==> src/design/mqrb_ram.sv <==
// ----------------------------------------------------------------------------
// mqrb_ram
// Simple dual-port RAM, one write and one read port, registered read data.
// ----------------------------------------------------------------------------
module mqrb_ram #(
	parameter int WIDTH = 8,
	parameter int DEPTH = 16
) (
	input  logic                                          clk,
	input  logic                                          we,
	input  logic [((DEPTH > 1) ? $clog2(DEPTH) : 1)-1:0] waddr,
	input  logic [WIDTH-1:0]                              wdata,
	input  logic                                          re,
	input  logic [((DEPTH > 1) ? $clog2(DEPTH) : 1)-1:0] raddr,
	output logic [WIDTH-1:0]                              rdata
);

	logic [WIDTH-1:0] mem [DEPTH];

	always_ff @(posedge clk) begin
		if (we) begin
			mem[waddr] <= wdata;
		end
		if (re) begin
			rdata <= mem[raddr];
		end
	end

endmodule

==> config.mk <==
export PLATFORM = sky130hd
export DESIGN_NAME = mqrb_ram
export DESIGN_NICKNAME = d
export VERILOG_FILES = /design/src/design/mqrb_ram.sv
export SDC_FILE = /design/constraint.sdc
export NUM_CORES = 1
export LEC_CHECK = 0
export ABC_AREA = 1
export CORE_MARGIN = 3
export CORE_UTILIZATION = 39
export CTS_CLUSTER_SIZE = 40
export DETAILED_ROUTE_END_ITERATION = 12
export DONT_BUFFER_PORTS = 1
export GPL_ROUTABILITY_DRIVEN = 0
export RECOVER_POWER = 50
export SLEW_MARGIN = 25
export SYNTH_ARGS = -nofsm -noshare
export SYNTH_HDL_FRONTEND = slang
export SYNTH_SLANG_ARGS = --single-unit
==> constraint.sdc <==
create_clock -name clk -period 1.2 [get_ports clk]
set_input_delay 0.12 -clock clk [delete_from_list [all_inputs] [get_ports clk]]
set_output_delay 0.12 -clock clk [all_outputs]
set_load 0.01 [all_outputs]
==> flow_summary.yaml <==
drt:
  top_layer_used: "met5"
  drc: 0
  ant_nets: 0
  met2_length_um: 5940
  routedWlPerCell_um: 17.4
  drt-total-wl_um: 13500
  firstDrtPassIters: 7
  num_vias: 3832
  avgViaCountPerCell: 4.93
  dr_wl_met3_um: 1050
  met1_length_um: 6180
  first_iter_violations: 520
synthesis:
  netlist_instances: 551
  yosysSeqAreaShare_pct: 69.8
  synth-seq-cells: 136
  synth_top_area_cell: "edfxtp_1"
  synthesis.nets: 570
  avgSynthCellArea_um2: 10.6
  syn_area_mm2: 0.00585
  yosysWarnings: 0
  synth_top_cell_area_share_pct: 69.8
  synth_cell_type_count: 11
  synth.top_cells.by_area: "edfxtp_1 70%, nand2_1 11%, nand3_1 8.3%, inv_1 6.4%, buf_6 1.2%"
setup_path:
  ff2ff_path_depth: 6
  crit_type: "flop to flop"
  cp-start-kind: "flop"
  max_stage_delay_ns: 0.36
  cp.required_ns: 1.34
  path_cells: "inv_1, nand2_1, nand3_1, nand3_2, nand3_2, nand2_1"
  crit_slowest_cell: "edfxtp_1"
  end_kind: "flop"
  crit_arrival_ns: 1.29
  worst-path-max-fanout: 1
placement:
  placed_cells: 733
  port_buffers: 0
  hpwl_um: 7980
  pre_cts_ws_ns: -0.00489
clocking:
  cts_tree: "yes"
  h-tree-depth: 4
  clk_pin_slew_worst_paths_ns: 0.06
  cts_buffers: 17
  insertion_delay_ns: 0.41
  root_buffer: "clkbuf_16"
  numClockSinks: 136
  clockBufferDepth: 2
  post-cts-setup-buffers: 0
timing:
  hold_viol_final: 0
  tightest_slew_ns: 0.771
  worst_slack_ns: 0.0570
  period_needed_ns: 1.14
  period_share_pct: 95.2
  fmax_mhz: 875
  skew_ns: 0.0108
  final_max_slew_viol_count: 0
  worst_slew_margin_rel_pct: 48.4
  setup-violations-final: 0
final_layout:
  area_growth_pct: 15.7
  layout-drive-gt1-share_pct: 6.08
  fin_cells: 777
  nNetsFinal: 599
  final_core_util_pct: 46.4
status:
  outcome: "complete, no violations"
die:
  num_rows: 44
  die_width_um: 128
  pin_count: 27
  dieArea_mm2: 0.0165
  start_util_pct: 40.1
  core_mm2: 0.0146
  die_h_um: 128
grt:
  grt_pass1_vias: 3686
  grt_max_degree: 66
  antenna_found_initial: 3
  grt_first_pass_wirelength_um: 20900
  grt_usage_pct: 17.0
  overflow: 0
min_path:
  hold_depth: 3
  min_path_type: "primary input to flop"
power:
  p_leak_nw: 2.82
  power_mw: 11.0
  power_density_mw_per_mm2: 1620
  ir_worst_vdd_v: 0.000994
job:
  cap_violations: 0
## sequential cells by signal, summed over array words and instances (netlist names)
| register | cells |
|---|---|
| rdata | 8 |
| mem | 128 |
## cells in the mapped netlist
master,number
buf_1,1
buf_2,13
buf_4,4
buf_6,6
edfxtp_1,136
inv_1,100
inv_2,2
nand2_1,173
nand3_1,97
nand3b_1,2
nor2_1,17
## layout make-up
class / instances / area (um2)
antenna: 1 / 2.50
timing repair buffer: 34 / 263
inverter: 102 / 383
multi-input combinational: 289 / 1230
fill: 1282 / 7830
sequential: 136 / 4080
clock buffer: 19 / 433
tap: 184 / 230
clock inverter: 12 / 134
## stage by stage
| stage | area (um2) | TNS (ns) | hold WS [ns] |
|---|---|---|---|
| 3_3_place_gp | 6110 | 0 | 0.220 |
| 3_5_place_dp | 6110 | -0.00489 | 0.220 |
| 2_1_floorplan | 5850 | 0 | 0.219 |
| 5_1_grt | 6760 | -0.00328 | 0.00600 |
| 6_report | 6760 | 0 | 0.0162 |
| 4_1_cts | 6790 | 0 | 0.00337 |
## critical path: cells and delay by family (launching register included)
| family | cells | cell delay [ns] |
|---|---|---|
| buffers and inverters | 1 | 0.06 |
| flip-flops | 1 | 0.36 |
| AND/OR/NAND/NOR | 5 | 0.46 |
## power by group
part	switching, mW	internal, mW	total [mW]
Combinational	0.373	0.184	0.557
Clock	1.81	3.21	5.02
Sequential	0.0432	5.36	5.40
## placed cells by master (no fill, tap or decap), drive strengths merged
cell type,netlist,layout
clkinv,0,7
buf,24,6
edfxtp,136,136
bufinv,0,3
nand3b,2,2
diode,0,1
dlygate4sd3,0,12
nand3,97,97
nand2,173,173
clkbuf,0,35
clkinvlp,0,2
inv,102,102
nor2,17,17
## final timing paths
path	from	to	slack, ns
worst max-delay path	mem[13][0]	rdata[0]	0.06
worst min-delay path	raddr[2]	rdata[7]	0.02
worst max register to register	mem[13][0]	rdata[0]	0.06
worst min register to register	mem[6][7]	rdata[7]	0.76
## cell families after synthesis
kind of cell  share of synthesized area (%)
simple gates                           20.8
flops                                  69.8
buf+inv                                9.39
## layer usage
metal  vias to the layer above  GRT usage (%)
met1                      1811           24.7
met2                       150           24.0
met3                        29           4.77
li1                       1838              -
met4                         4           6.99
met5                         -              0
## repair_timing
action,in CTS,in global routing
hold endpoints to repair,139,2
resized for setup,0,4
endpoints found under the setup margin,0,2
hold buffers,11,1
No activity file was read; power rests on OpenSTA's default activity.
